### src/hdl/sba_pkg.sv
// Shared types, constants and sequencer states for the spectrum bin auto-gain block.
package sba_pkg;

    // Default geometry of the block.
    localparam int BANDS_IN_DEF    = 122;
    localparam int COLUMNS_OUT_DEF = 23;

    // Field widths.
    localparam int LEVEL_W  = 8;
    localparam int COLUMN_W = 5;

    // Shared divider: 16-bit dividend, 8-bit divisor, one quotient bit per cycle.
    localparam int DIV_W  = 16;
    localparam int DIVR_W = 8;
    localparam int STEP_W = $clog2(DIV_W + 1);

    // Band scaling: value * (1 + SCALE_FRAC / 2^32), the integer part of the gain kept apart.
    localparam int                FRAC_W     = 29;
    localparam int                FRAC_SHIFT = 32;
    localparam logic [FRAC_W-1:0] SCALE_FRAC = 29'd269357081;

    localparam logic [LEVEL_W-1:0] LEVEL_MAX  = 8'd255;
    localparam logic [LEVEL_W-1:0] PEAK_RESET = 8'd50;

    // Input command codes.
    localparam logic CMD_BAND = 1'b0;
    localparam logic CMD_TICK = 1'b1;

    typedef enum logic [3:0] {
        ST_IDLE,
        ST_SCALE,
        ST_EDIV,
        ST_EWAIT,
        ST_BIN_INIT,
        ST_BIN_WALK,
        ST_MEAN_WAIT,
        ST_MEAN_WR,
        ST_NORM_RD,
        ST_NORM_GO,
        ST_NORM_WAIT,
        ST_PUT
    } t_state;

    typedef struct packed {
        logic              start;
        logic [DIV_W-1:0]  dividend;
        logic [DIVR_W-1:0] divisor;
    } t_div_req;

    typedef struct packed {
        logic             busy;
        logic             done;
        logic [DIV_W-1:0] quotient;
    } t_div_rsp;

endpackage

### src/hdl/spectrum_bin_autogain.sv
// Top level of the spectrum bin auto-gain block: sequencer, band and column stores, divider.
//
// Input channel (i_in_valid / o_in_stall): each beat carries i_cmd and i_band_value. A band
// beat (command zero) is scaled by about 1.0627, saturated to 255, stored and added to the
// frame energy; the input is stalled while it is stored. A tick beat (command one) lowers the
// running peak by one while it sits above the configured floor and does not stall the input.
// The beat that completes a frame of BANDS_IN bands starts the frame pass: the band store is
// walked once, column means and the mean energy are formed, the peak is raised, and then
// COLUMNS_OUT column beats and one energy beat (o_last_of_frame set) leave on the output
// channel (o_out_valid / i_out_stall). Most of the frame pass is spent in the shared
// restoring divider, which forms the mean energy, the column means and the normalised
// levels in turn.
// While the block is busy o_in_stall is high.
// The output beat sits in a register: a stalling receiver only holds the sequencer at the
// point where it wants to place the next beat, and the last beat of a frame may wait there
// while new bands are already being taken in.
// The configuration channel (i_cfg_valid / o_cfg_ready, always ready) writes the peak floor.
// A synchronous reset empties the frame, sets the peak and the floor to 50 and drops any
// pending output beat. The stores themselves are not cleared; every entry is written in a
// frame before it is read.
module spectrum_bin_autogain #(
    parameter int BANDS_IN    = sba_pkg::BANDS_IN_DEF,
    parameter int COLUMNS_OUT = sba_pkg::COLUMNS_OUT_DEF
) (
    input  logic       i_clk,
    input  logic       i_rst_n,
    // Input channel
    input  logic       i_in_valid,
    output logic       o_in_stall,
    input  logic       i_cmd,
    input  logic [7:0] i_band_value,
    // Output channel
    output logic       o_out_valid,
    input  logic       i_out_stall,
    output logic [4:0] o_column,
    output logic [7:0] o_level,
    output logic       o_last_of_frame,
    // Configuration channel
    input  logic       i_cfg_valid,
    output logic       o_cfg_ready,
    input  logic [7:0] i_cfg_data
);

    import sba_pkg::*;

    // Band store addressing and frame counters.
    localparam int AW     = $clog2(BANDS_IN);
    localparam int BW     = $clog2(BANDS_IN + 1);
    localparam int SUM_W  = $clog2(255 * BANDS_IN + 1);
    // Column indexing: COLUMNS_OUT itself marks the energy beat.
    localparam int COL_W  = $clog2(COLUMNS_OUT + 1);
    localparam int CAW    = (COLUMNS_OUT > 1) ? $clog2(COLUMNS_OUT) : 1;
    localparam int RS_W   = COL_W + 1;
    // Bin edges advance by BANDS_IN/COLUMNS_OUT with a carried remainder.
    localparam int BIN_Q  = BANDS_IN / COLUMNS_OUT;
    localparam int BIN_R  = BANDS_IN % COLUMNS_OUT;
    localparam int PROD_W = FRAC_W + LEVEL_W;

    t_state               r_state, n_state;
    logic [AW-1:0]        r_count, n_count;
    logic [SUM_W-1:0]     r_sum, n_sum;
    logic [LEVEL_W-1:0]   r_peak, n_peak;
    logic [LEVEL_W-1:0]   r_floor, n_floor;
    logic                 r_out_valid, n_out_valid;
    logic                 r_rd_vld, n_rd_vld;

    logic [LEVEL_W-1:0]   r_band_val, n_band_val;
    logic [LEVEL_W-1:0]   r_energy, n_energy;
    logic [COL_W-1:0]     r_col, n_col;
    logic [BW-1:0]        r_bin_q, n_bin_q;
    logic [COL_W-1:0]     r_bin_r, n_bin_r;
    logic [BW-1:0]        r_ptr, n_ptr;
    logic [SUM_W-1:0]     r_csum, n_csum;
    logic [BW-1:0]        r_ccnt, n_ccnt;
    logic [LEVEL_W-1:0]   r_mean, n_mean;
    logic [LEVEL_W-1:0]   r_level, n_level;
    logic [COLUMN_W-1:0]  r_out_col, n_out_col;
    logic [LEVEL_W-1:0]   r_out_level, n_out_level;
    logic                 r_out_last, n_out_last;

    logic                 w_in_acc;
    logic                 w_last;
    logic [PROD_W-1:0]    w_prod;
    logic [LEVEL_W:0]     w_scaled_full;
    logic [LEVEL_W-1:0]   w_scaled;
    logic [RS_W-1:0]      w_rsum;
    logic [LEVEL_W-1:0]   w_x;

    logic                 band_wr_en;
    logic                 band_rd_en;
    logic [LEVEL_W-1:0]   band_rd_data;
    logic                 col_wr_en;
    logic                 col_rd_en;
    logic [LEVEL_W-1:0]   col_rd_data;

    t_div_req             div_req;
    t_div_rsp             div_rsp;

    assign w_in_acc = i_in_valid && !o_in_stall;
    assign w_last   = (r_col == COL_W'(COLUMNS_OUT));

    // Gain of about 1.0627: the band value itself plus its fractional product, then saturate.
    assign w_prod        = PROD_W'(r_band_val) * PROD_W'(SCALE_FRAC);
    assign w_scaled_full = {1'b0, r_band_val} + (LEVEL_W + 1)'(w_prod[PROD_W-1:FRAC_SHIFT]);
    assign w_scaled      = w_scaled_full[LEVEL_W] ? LEVEL_MAX : w_scaled_full[LEVEL_W-1:0];

    // Remainder step towards the next bin edge.
    assign w_rsum = RS_W'(r_bin_r) + RS_W'(BIN_R);

    // Value to be normalised: a stored column mean, or the energy on the final beat.
    assign w_x = w_last ? r_energy : col_rd_data;

    always_comb begin
        n_state     = r_state;
        n_count     = r_count;
        n_sum       = r_sum;
        n_peak      = r_peak;
        n_floor     = r_floor;
        n_out_valid = r_out_valid;
        n_rd_vld    = r_rd_vld;
        n_band_val  = r_band_val;
        n_energy    = r_energy;
        n_col       = r_col;
        n_bin_q     = r_bin_q;
        n_bin_r     = r_bin_r;
        n_ptr       = r_ptr;
        n_csum      = r_csum;
        n_ccnt      = r_ccnt;
        n_mean      = r_mean;
        n_level     = r_level;
        n_out_col   = r_out_col;
        n_out_level = r_out_level;
        n_out_last  = r_out_last;

        band_wr_en       = 1'b0;
        band_rd_en       = 1'b0;
        col_wr_en        = 1'b0;
        col_rd_en        = 1'b0;
        div_req.start    = 1'b0;
        div_req.dividend = '0;
        div_req.divisor  = '0;

        if (i_cfg_valid && o_cfg_ready) begin
            n_floor = i_cfg_data;
        end

        // The receiver has taken the pending beat.
        if (r_out_valid && !i_out_stall) begin
            n_out_valid = 1'b0;
        end

        case (r_state)
            ST_IDLE: begin
                if (w_in_acc) begin
                    if (i_cmd == CMD_TICK) begin
                        if (r_peak > r_floor) begin
                            n_peak = r_peak - LEVEL_W'(1);
                        end
                    end else begin
                        n_band_val = i_band_value;
                        n_state    = ST_SCALE;
                    end
                end
            end
            ST_SCALE: begin
                band_wr_en = 1'b1;
                n_sum      = r_sum + SUM_W'(w_scaled);
                if (r_count == AW'(BANDS_IN - 1)) begin
                    n_count = '0;
                    n_state = ST_EDIV;
                end else begin
                    n_count = r_count + AW'(1);
                    n_state = ST_IDLE;
                end
            end
            ST_EDIV: begin
                div_req.start    = 1'b1;
                div_req.dividend = DIV_W'(r_sum);
                div_req.divisor  = DIVR_W'(BANDS_IN);
                n_sum            = '0;
                n_bin_q          = '0;
                n_bin_r          = '0;
                n_ptr            = '0;
                n_col            = '0;
                n_state          = ST_EWAIT;
            end
            ST_EWAIT: begin
                if (div_rsp.done) begin
                    n_energy = div_rsp.quotient[LEVEL_W-1:0];
                    n_state  = ST_BIN_INIT;
                end
            end
            ST_BIN_INIT: begin
                if (w_rsum >= RS_W'(COLUMNS_OUT)) begin
                    n_bin_r = COL_W'(w_rsum - RS_W'(COLUMNS_OUT));
                    n_bin_q = r_bin_q + BW'(BIN_Q + 1);
                end else begin
                    n_bin_r = COL_W'(w_rsum);
                    n_bin_q = r_bin_q + BW'(BIN_Q);
                end
                n_csum   = '0;
                n_ccnt   = '0;
                n_rd_vld = 1'b0;
                n_state  = ST_BIN_WALK;
            end
            ST_BIN_WALK: begin
                if (r_ptr != r_bin_q) begin
                    band_rd_en = 1'b1;
                    n_ptr      = r_ptr + BW'(1);
                    n_rd_vld   = 1'b1;
                end else begin
                    n_rd_vld = 1'b0;
                end
                if (r_rd_vld) begin
                    n_csum = r_csum + SUM_W'(band_rd_data);
                    n_ccnt = r_ccnt + BW'(1);
                end
                if (r_ptr == r_bin_q && !r_rd_vld) begin
                    if (r_ccnt == '0) begin
                        // An empty bin has a mean of zero.
                        n_mean  = '0;
                        n_state = ST_MEAN_WR;
                    end else begin
                        div_req.start    = 1'b1;
                        div_req.dividend = DIV_W'(r_csum);
                        div_req.divisor  = DIVR_W'(r_ccnt);
                        n_state          = ST_MEAN_WAIT;
                    end
                end
            end
            ST_MEAN_WAIT: begin
                if (div_rsp.done) begin
                    n_mean  = div_rsp.quotient[LEVEL_W-1:0];
                    n_state = ST_MEAN_WR;
                end
            end
            ST_MEAN_WR: begin
                col_wr_en = 1'b1;
                if (r_mean > r_peak) begin
                    n_peak = r_mean;
                end
                if (r_col == COL_W'(COLUMNS_OUT - 1)) begin
                    n_col   = '0;
                    n_state = ST_NORM_RD;
                end else begin
                    n_col   = r_col + COL_W'(1);
                    n_state = ST_BIN_INIT;
                end
            end
            ST_NORM_RD: begin
                col_rd_en = !w_last;
                n_state   = ST_NORM_GO;
            end
            ST_NORM_GO: begin
                if (r_peak == '0) begin
                    // A peak that has decayed to zero gives full scale for any non-zero value.
                    n_level = (w_x != '0) ? LEVEL_MAX : '0;
                    n_state = ST_PUT;
                end else begin
                    div_req.start    = 1'b1;
                    div_req.dividend = (DIV_W'(w_x) << LEVEL_W) - DIV_W'(w_x);
                    div_req.divisor  = r_peak;
                    n_state          = ST_NORM_WAIT;
                end
            end
            ST_NORM_WAIT: begin
                if (div_rsp.done) begin
                    if (div_rsp.quotient > DIV_W'(LEVEL_MAX)) begin
                        n_level = LEVEL_MAX;
                    end else begin
                        n_level = div_rsp.quotient[LEVEL_W-1:0];
                    end
                    n_state = ST_PUT;
                end
            end
            ST_PUT: begin
                if (!r_out_valid || !i_out_stall) begin
                    n_out_valid = 1'b1;
                    n_out_col   = COLUMN_W'(r_col);
                    n_out_level = r_level;
                    n_out_last  = w_last;
                    if (w_last) begin
                        n_state = ST_IDLE;
                    end else begin
                        n_col   = r_col + COL_W'(1);
                        n_state = ST_NORM_RD;
                    end
                end
            end
            default: begin
                n_state = ST_IDLE;
            end
        endcase
    end

    always_ff @(posedge i_clk) begin
        if (!i_rst_n) begin
            r_state     <= ST_IDLE;
            r_count     <= '0;
            r_sum       <= '0;
            r_peak      <= PEAK_RESET;
            r_floor     <= PEAK_RESET;
            r_out_valid <= 1'b0;
            r_rd_vld    <= 1'b0;
        end else begin
            r_state     <= n_state;
            r_count     <= n_count;
            r_sum       <= n_sum;
            r_peak      <= n_peak;
            r_floor     <= n_floor;
            r_out_valid <= n_out_valid;
            r_rd_vld    <= n_rd_vld;
        end
    end

    always_ff @(posedge i_clk) begin
        r_band_val  <= n_band_val;
        r_energy    <= n_energy;
        r_col       <= n_col;
        r_bin_q     <= n_bin_q;
        r_bin_r     <= n_bin_r;
        r_ptr       <= n_ptr;
        r_csum      <= n_csum;
        r_ccnt      <= n_ccnt;
        r_mean      <= n_mean;
        r_level     <= n_level;
        r_out_col   <= n_out_col;
        r_out_level <= n_out_level;
        r_out_last  <= n_out_last;
    end

    // Scaled bands of the current frame.
    sba_ram #(
        .WIDTH (LEVEL_W),
        .DEPTH (BANDS_IN)
    ) u_band_ram (
        .i_clk     (i_clk),
        .i_wr_en   (band_wr_en),
        .i_wr_addr (r_count),
        .i_wr_data (w_scaled),
        .i_rd_en   (band_rd_en),
        .i_rd_addr (r_ptr[AW-1:0]),
        .o_rd_data (band_rd_data)
    );

    // Column means of the frame being emitted.
    sba_ram #(
        .WIDTH (LEVEL_W),
        .DEPTH (COLUMNS_OUT)
    ) u_col_ram (
        .i_clk     (i_clk),
        .i_wr_en   (col_wr_en),
        .i_wr_addr (r_col[CAW-1:0]),
        .i_wr_data (r_mean),
        .i_rd_en   (col_rd_en),
        .i_rd_addr (r_col[CAW-1:0]),
        .o_rd_data (col_rd_data)
    );

    sba_div u_div (
        .i_clk   (i_clk),
        .i_rst_n (i_rst_n),
        .i_req   (div_req),
        .o_rsp   (div_rsp)
    );

    assign o_in_stall      = (r_state != ST_IDLE);
    assign o_out_valid     = r_out_valid;
    assign o_column        = r_out_col;
    assign o_level         = r_out_level;
    assign o_last_of_frame = r_out_last;
    assign o_cfg_ready     = 1'b1;

    // The divider is never restarted while it is still iterating.
    a_div_no_overlap: assert property (@(posedge i_clk) disable iff (!i_rst_n)
        div_req.start |-> !div_rsp.busy)
        else $error("divider started while busy");

    // Only the energy beat closes a frame, and it carries the energy column number.
    a_last_is_energy: assert property (@(posedge i_clk) disable iff (!i_rst_n)
        (o_out_valid && o_last_of_frame) |-> (o_column == COLUMN_W'(COLUMNS_OUT)))
        else $error("frame closed on a column beat");

    // A tick above the floor lowers the peak by exactly one.
    a_tick_decay: assert property (@(posedge i_clk) disable iff (!i_rst_n)
        (w_in_acc && i_cmd == CMD_TICK && r_peak > r_floor)
        |=> (r_peak == $past(r_peak) - LEVEL_W'(1)))
        else $error("peak decay step wrong");

endmodule

### src/hdl/sba_ram.sv
// Generic single-write, single-read RAM with a registered read port.
module sba_ram #(
    parameter  int WIDTH  = 8,
    parameter  int DEPTH  = 16,
    localparam int ADDR_W = (DEPTH > 1) ? $clog2(DEPTH) : 1
) (
    input  logic              i_clk,
    input  logic              i_wr_en,
    input  logic [ADDR_W-1:0] i_wr_addr,
    input  logic [WIDTH-1:0]  i_wr_data,
    input  logic              i_rd_en,
    input  logic [ADDR_W-1:0] i_rd_addr,
    output logic [WIDTH-1:0]  o_rd_data
);

    logic [WIDTH-1:0] r_mem [DEPTH];
    logic [WIDTH-1:0] r_rd_data;

    always_ff @(posedge i_clk) begin
        if (i_wr_en) begin
            r_mem[i_wr_addr] <= i_wr_data;
        end
        if (i_rd_en) begin
            r_rd_data <= r_mem[i_rd_addr];
        end
    end

    assign o_rd_data = r_rd_data;

endmodule

### src/hdl/sba_div.sv
// Iterative restoring divider, one quotient bit per cycle, shared by the whole sequencer.
module sba_div (
    input  logic              i_clk,
    input  logic              i_rst_n,
    input  sba_pkg::t_div_req i_req,
    output sba_pkg::t_div_rsp o_rsp
);

    import sba_pkg::*;

    logic              r_busy;
    logic              r_done;
    logic [STEP_W-1:0] r_cnt;
    logic [DIV_W-1:0]  r_quo;
    logic [DIVR_W-1:0] r_rem;
    logic [DIVR_W-1:0] r_dvs;

    logic              n_busy;
    logic              n_done;
    logic [STEP_W-1:0] n_cnt;
    logic [DIV_W-1:0]  n_quo;
    logic [DIVR_W-1:0] n_rem;
    logic [DIVR_W-1:0] n_dvs;

    logic [DIVR_W:0]   w_shift;
    logic              w_ge;

    // Partial remainder stays below the divisor, so one extra bit covers the shifted value.
    assign w_shift = {r_rem, r_quo[DIV_W-1]};
    assign w_ge    = (w_shift >= {1'b0, r_dvs});

    always_comb begin
        n_busy = r_busy;
        n_done = 1'b0;
        n_cnt  = r_cnt;
        n_quo  = r_quo;
        n_rem  = r_rem;
        n_dvs  = r_dvs;
        if (i_req.start) begin
            n_busy = 1'b1;
            n_cnt  = STEP_W'(DIV_W);
            n_quo  = i_req.dividend;
            n_rem  = '0;
            n_dvs  = i_req.divisor;
        end else if (r_busy) begin
            n_quo = {r_quo[DIV_W-2:0], w_ge};
            n_rem = w_ge ? DIVR_W'(w_shift - {1'b0, r_dvs}) : w_shift[DIVR_W-1:0];
            n_cnt = r_cnt - STEP_W'(1);
            if (r_cnt == STEP_W'(1)) begin
                n_busy = 1'b0;
                n_done = 1'b1;
            end
        end
    end

    always_ff @(posedge i_clk) begin
        if (!i_rst_n) begin
            r_busy <= 1'b0;
            r_done <= 1'b0;
            r_cnt  <= '0;
        end else begin
            r_busy <= n_busy;
            r_done <= n_done;
            r_cnt  <= n_cnt;
        end
    end

    always_ff @(posedge i_clk) begin
        r_quo <= n_quo;
        r_rem <= n_rem;
        r_dvs <= n_dvs;
    end

    assign o_rsp.busy     = r_busy;
    assign o_rsp.done     = r_done;
    assign o_rsp.quotient = r_quo;

endmodule
### config.mk
export PLATFORM = sky130hd
export DESIGN_NAME = spectrum_bin_autogain
export DESIGN_NICKNAME = d
export VERILOG_FILES = /design/src/hdl/sba_pkg.sv /design/src/hdl/spectrum_bin_autogain.sv /design/src/hdl/sba_ram.sv /design/src/hdl/sba_div.sv
export SDC_FILE = /design/constraint.sdc
export NUM_CORES = 2
export LEC_CHECK = 0
export BUFFER_PORTS_ARGS = -buffer_cell sky130_fd_sc_hd__buf_2
export CAP_MARGIN = 20
export CORE_MARGIN = 5
export CORE_UTILIZATION = 50
export CTS_CLUSTER_DIAMETER = 80
export CTS_CLUSTER_SIZE = 25
export DETAILED_ROUTE_END_ITERATION = 12
export PLACE_DENSITY = 0.71
export SYNTH_ARGS = -nofsm -noshare
export SYNTH_HDL_FRONTEND = slang
export SYNTH_SLANG_ARGS = --single-unit
### constraint.sdc
create_clock -name i_clk -period 10.75 [get_ports i_clk]
set_clock_uncertainty 0.05 [all_clocks]
set_input_delay 2.15 -clock i_clk [delete_from_list [all_inputs] [get_ports i_clk]]
set_output_delay 2.15 -clock i_clk [all_outputs]
set_load 0.02 [all_outputs]
==> impl_metrics.yaml <==
synthesis:
  synth_area_um2: 57200
  ys_warn_count: 0
  yosysUniqueCellTypes: 86
  synth_ff_type: "edfxtp_1"
  synth_edf_count: 1292
  yosysMostFrequentCell: "edfxtp_1"
  synth_top_area_cell: "edfxtp_1"
  synth.top_cell.area_share_pct: 67.8
  synth_cells: 3344
  synth.avg_cell_area_um2: 17.1
  ys_top_cells_by_area: "edfxtp_1 68%, mux4_2 11%, ha_1 2.8%"
  ys_seq_area_share_pct: 69.8
  synth-seq-cells: 1351
  synth_fp_nets: 3508
  synth_async_sr_flop_share_pct: 0
  synth_common_cells: "1292 x edfxtp_1, 286 x nor2_1, 285 x mux4_2"
drt:
  drt-initial-drc-count: 3622
  via_per_inst: 6.19
  wire_per_inst_um: 26.5
  firstDrtPassIters: 6
  drc_errors: 0
  antenna_left: 0
  wirelength_um: 129000
  num_vias: 30300
pwr:
  powerDensity_nw_per_um2: 206
  switchingPower_mw: 3.83
  power_frac_seq_pct: 51.6
  combPwrFrac_pct: 25.0
  p_int_mw: 8.72
  netSwitchingFraction_pct: 30.5
  ir_worst_vdd_v: 0.000156
  p_leak_nw: 19.4
  pwr-share-clk_pct: 23.3
sta:
  maxSlewHeadroom_pct: 25.3
  rsz0062_at_grt: "false"
  fin_crit_sh_pct: 79.5
  slew_viol_final: 0
  finalSetupViolCount: 0
  worstMarginPinSlew_ns: 1.12
  fmax_mhz: 117
  tns_ns: 0
  final_hold_viol_count: 0
  period_needed_ns: 8.54
global_routing:
  grt.total_usage_pct: 21.1
  overflow: 0
  antenna_found_initial: 0
  grt_pass1_wl_um: 194000
  grt_pass1_vias: 29900
  grt_start_max_net_pins: 119
worst_setup_path:
  cp_num_buf_inv: 1
  cpMostUsedCell: "ha_1"
  crit_family: "adder cells"
  slowest_delay_ns: 0.76
  critPathMaxFanout: 54
  path_class: "reg -> reg"
  critical_path.startpoint_type: "register"
  worst_path_max_delay_cell: "edfxtp_1"
  crit_path_end_kind: "register"
  worst_ep_arrival_time_ns: 9.01
  crit_required_ns: 11.22
placement:
  portBuffers: 37
  dpl.hpwl_um: 80000
  placed_area_um2: 58900
  gp_congestion: 0.845
clocking:
  ctsHoldBuffers: 0
  cts_sinks: 1351
  h-tree-depth: 3
  clk_latency_ns: 0.67
  clockRootBuffer: "clkbuf_16"
  clockBufferDepth: 3
  cts_resized: 0
  numCtsBuffers: 67
  path_clk_slew_ns: 0.09
  post_cts_buffers: 0
  cts_tree: "built"
floorplanning:
  io_pins: 39
  row_count: 124
  die_y_um: 348
  dieArea_um2: 121000
  core_area_um2: 114000
  initial_core_util_pct: 50.2
  die_w_um: 348
worst_hold_path:
  hold_class: "reg -> reg"
layout:
  fin_nets: 3500
  drive_above_1_share_pct: 15.0
  antennaDiodeCount: 0
  postLayoutCellArea_um2: 61000
  syn_to_final_growth_pct: 6.56
run_status:
  status: "completed"
job:
  maxCapViolCount: 0
## flip-flops by register name, summed over array words and instances (netlist names), 7 cells and up
name and cells:
o_level 8, r_band_val 8, r_bin_q 7, r_ccnt 7, r_count 7, r_csum 15, r_energy 8, r_floor 8
r_level 8, r_mean 8, r_peak 8, r_ptr 7, r_sum 15, u_band_ram.o_rd_data 8, u_band_ram.r_mem 976, u_col_ram.o_rd_data 8
u_col_ram.r_mem 184, u_div.r_dvs 8, u_div.r_quo 16, u_div.r_rem 8
## metal layers
layer  vias up  track usage, %  wire length, um
met3       208            3.65             9790
met4         0            6.11             3960
met2      1201            34.1            62600
li1      13200               -                -
met5         -               0                0
met1     15700            29.9            53000
## cell type report
| cell class | count | area, um2 |
|---|---|---|
| fill | 8935 | 53000 |
| multi-input combinational | 1739 | 16100 |
| sequential | 1351 | 40000 |
| clock inverter | 13 | 215 |
| clock buffer | 97 | 1850 |
| inverter | 88 | 330 |
| timing repair buffer | 89 | 617 |
| tap | 1512 | 1890 |
## placed cells by master, fill, tap and decap left out, types with 8 or more instances in the layout
cell       instances
ha_1             128
nand4_1           12
and2_1            30
inv_1             84
o21a_1            13
a211oi_1          31
nor2_1           286
buf_4             47
clkbuf_16         69
mux2_2            17
o22ai_1           10
xor2_1            29
o21ai_0           80
and3_1            12
nor3_1            35
buf_2             37
edfxtp_1        1292
fa_1              14
nand3_1           66
xnor2_1           38
o211ai_1          13
nor2b_1           35
mux4_2           285
a21oi_1          111
nand2_1          169
a31oi_1           25
o31ai_1            8
a22oi_1           33
a21o_1            14
mux2i_1           89
nor4_1             8
o221ai_1          11
dfxtp_1           59
nand2b_1          10
clkbuf_1          26
or3_1             12
## final timing paths
| path | start | to | slack, ns | cells after the start |
|---|---|---|---|---|
| hold reg to reg | r_level[5] | o_level[5] | 0.39 | 0 |
| setup reg to reg | r_band_val[5] | r_sum[12] | 2.21 | 29 |
| setup / recovery | r_band_val[5] | r_sum[12] | 2.21 | 29 |
| hold / removal | r_level[5] | o_level[5] | 0.39 | 0 |
## power by group through the flow
stage                     combinational (mW)  sequential [mW]  clock [mW]
after floorplan                         2.20             6.55           0
after detailed placement                3.13             6.60           0
after global placement                  3.08             6.59           0
after global routing                    3.41             6.50        3.19
final                                   3.14             6.48        2.93
after CTS                               3.14             6.48        2.98
## cell families after synthesis
family | Yosys count | share of synthesized area [%]
other cells | 1 | 0.00655
compound gates | 421 | 4.80
flops | 1351 | 69.8
mux | 393 | 13.2
simple gates | 715 | 5.73
xor+xnor | 67 | 1.03
buf+inv | 254 | 2.15
fa+ha+maj | 142 | 3.29
## through the flow
step / util [%] / power, mW / setup WS [ns] / hold slack (ns) / instances
floorplan: - / 8.75 / 1.30 / 0.350 / 3344
global placement: 51.7 / 9.67 / 2.45 / 0.360 / 4777
detailed placement: 51.7 / 9.73 / 2.23 / 0.365 / 4778
CTS: 53.5 / 12.6 / 2.18 / 0.393 / 4888
global route: 53.5 / 13.1 / 1.41 / 0.402 / 4889
finish: 53.5 / 12.6 / 2.21 / 0.389 / 4889
No activity file was read; power rests on OpenSTA's default activity.
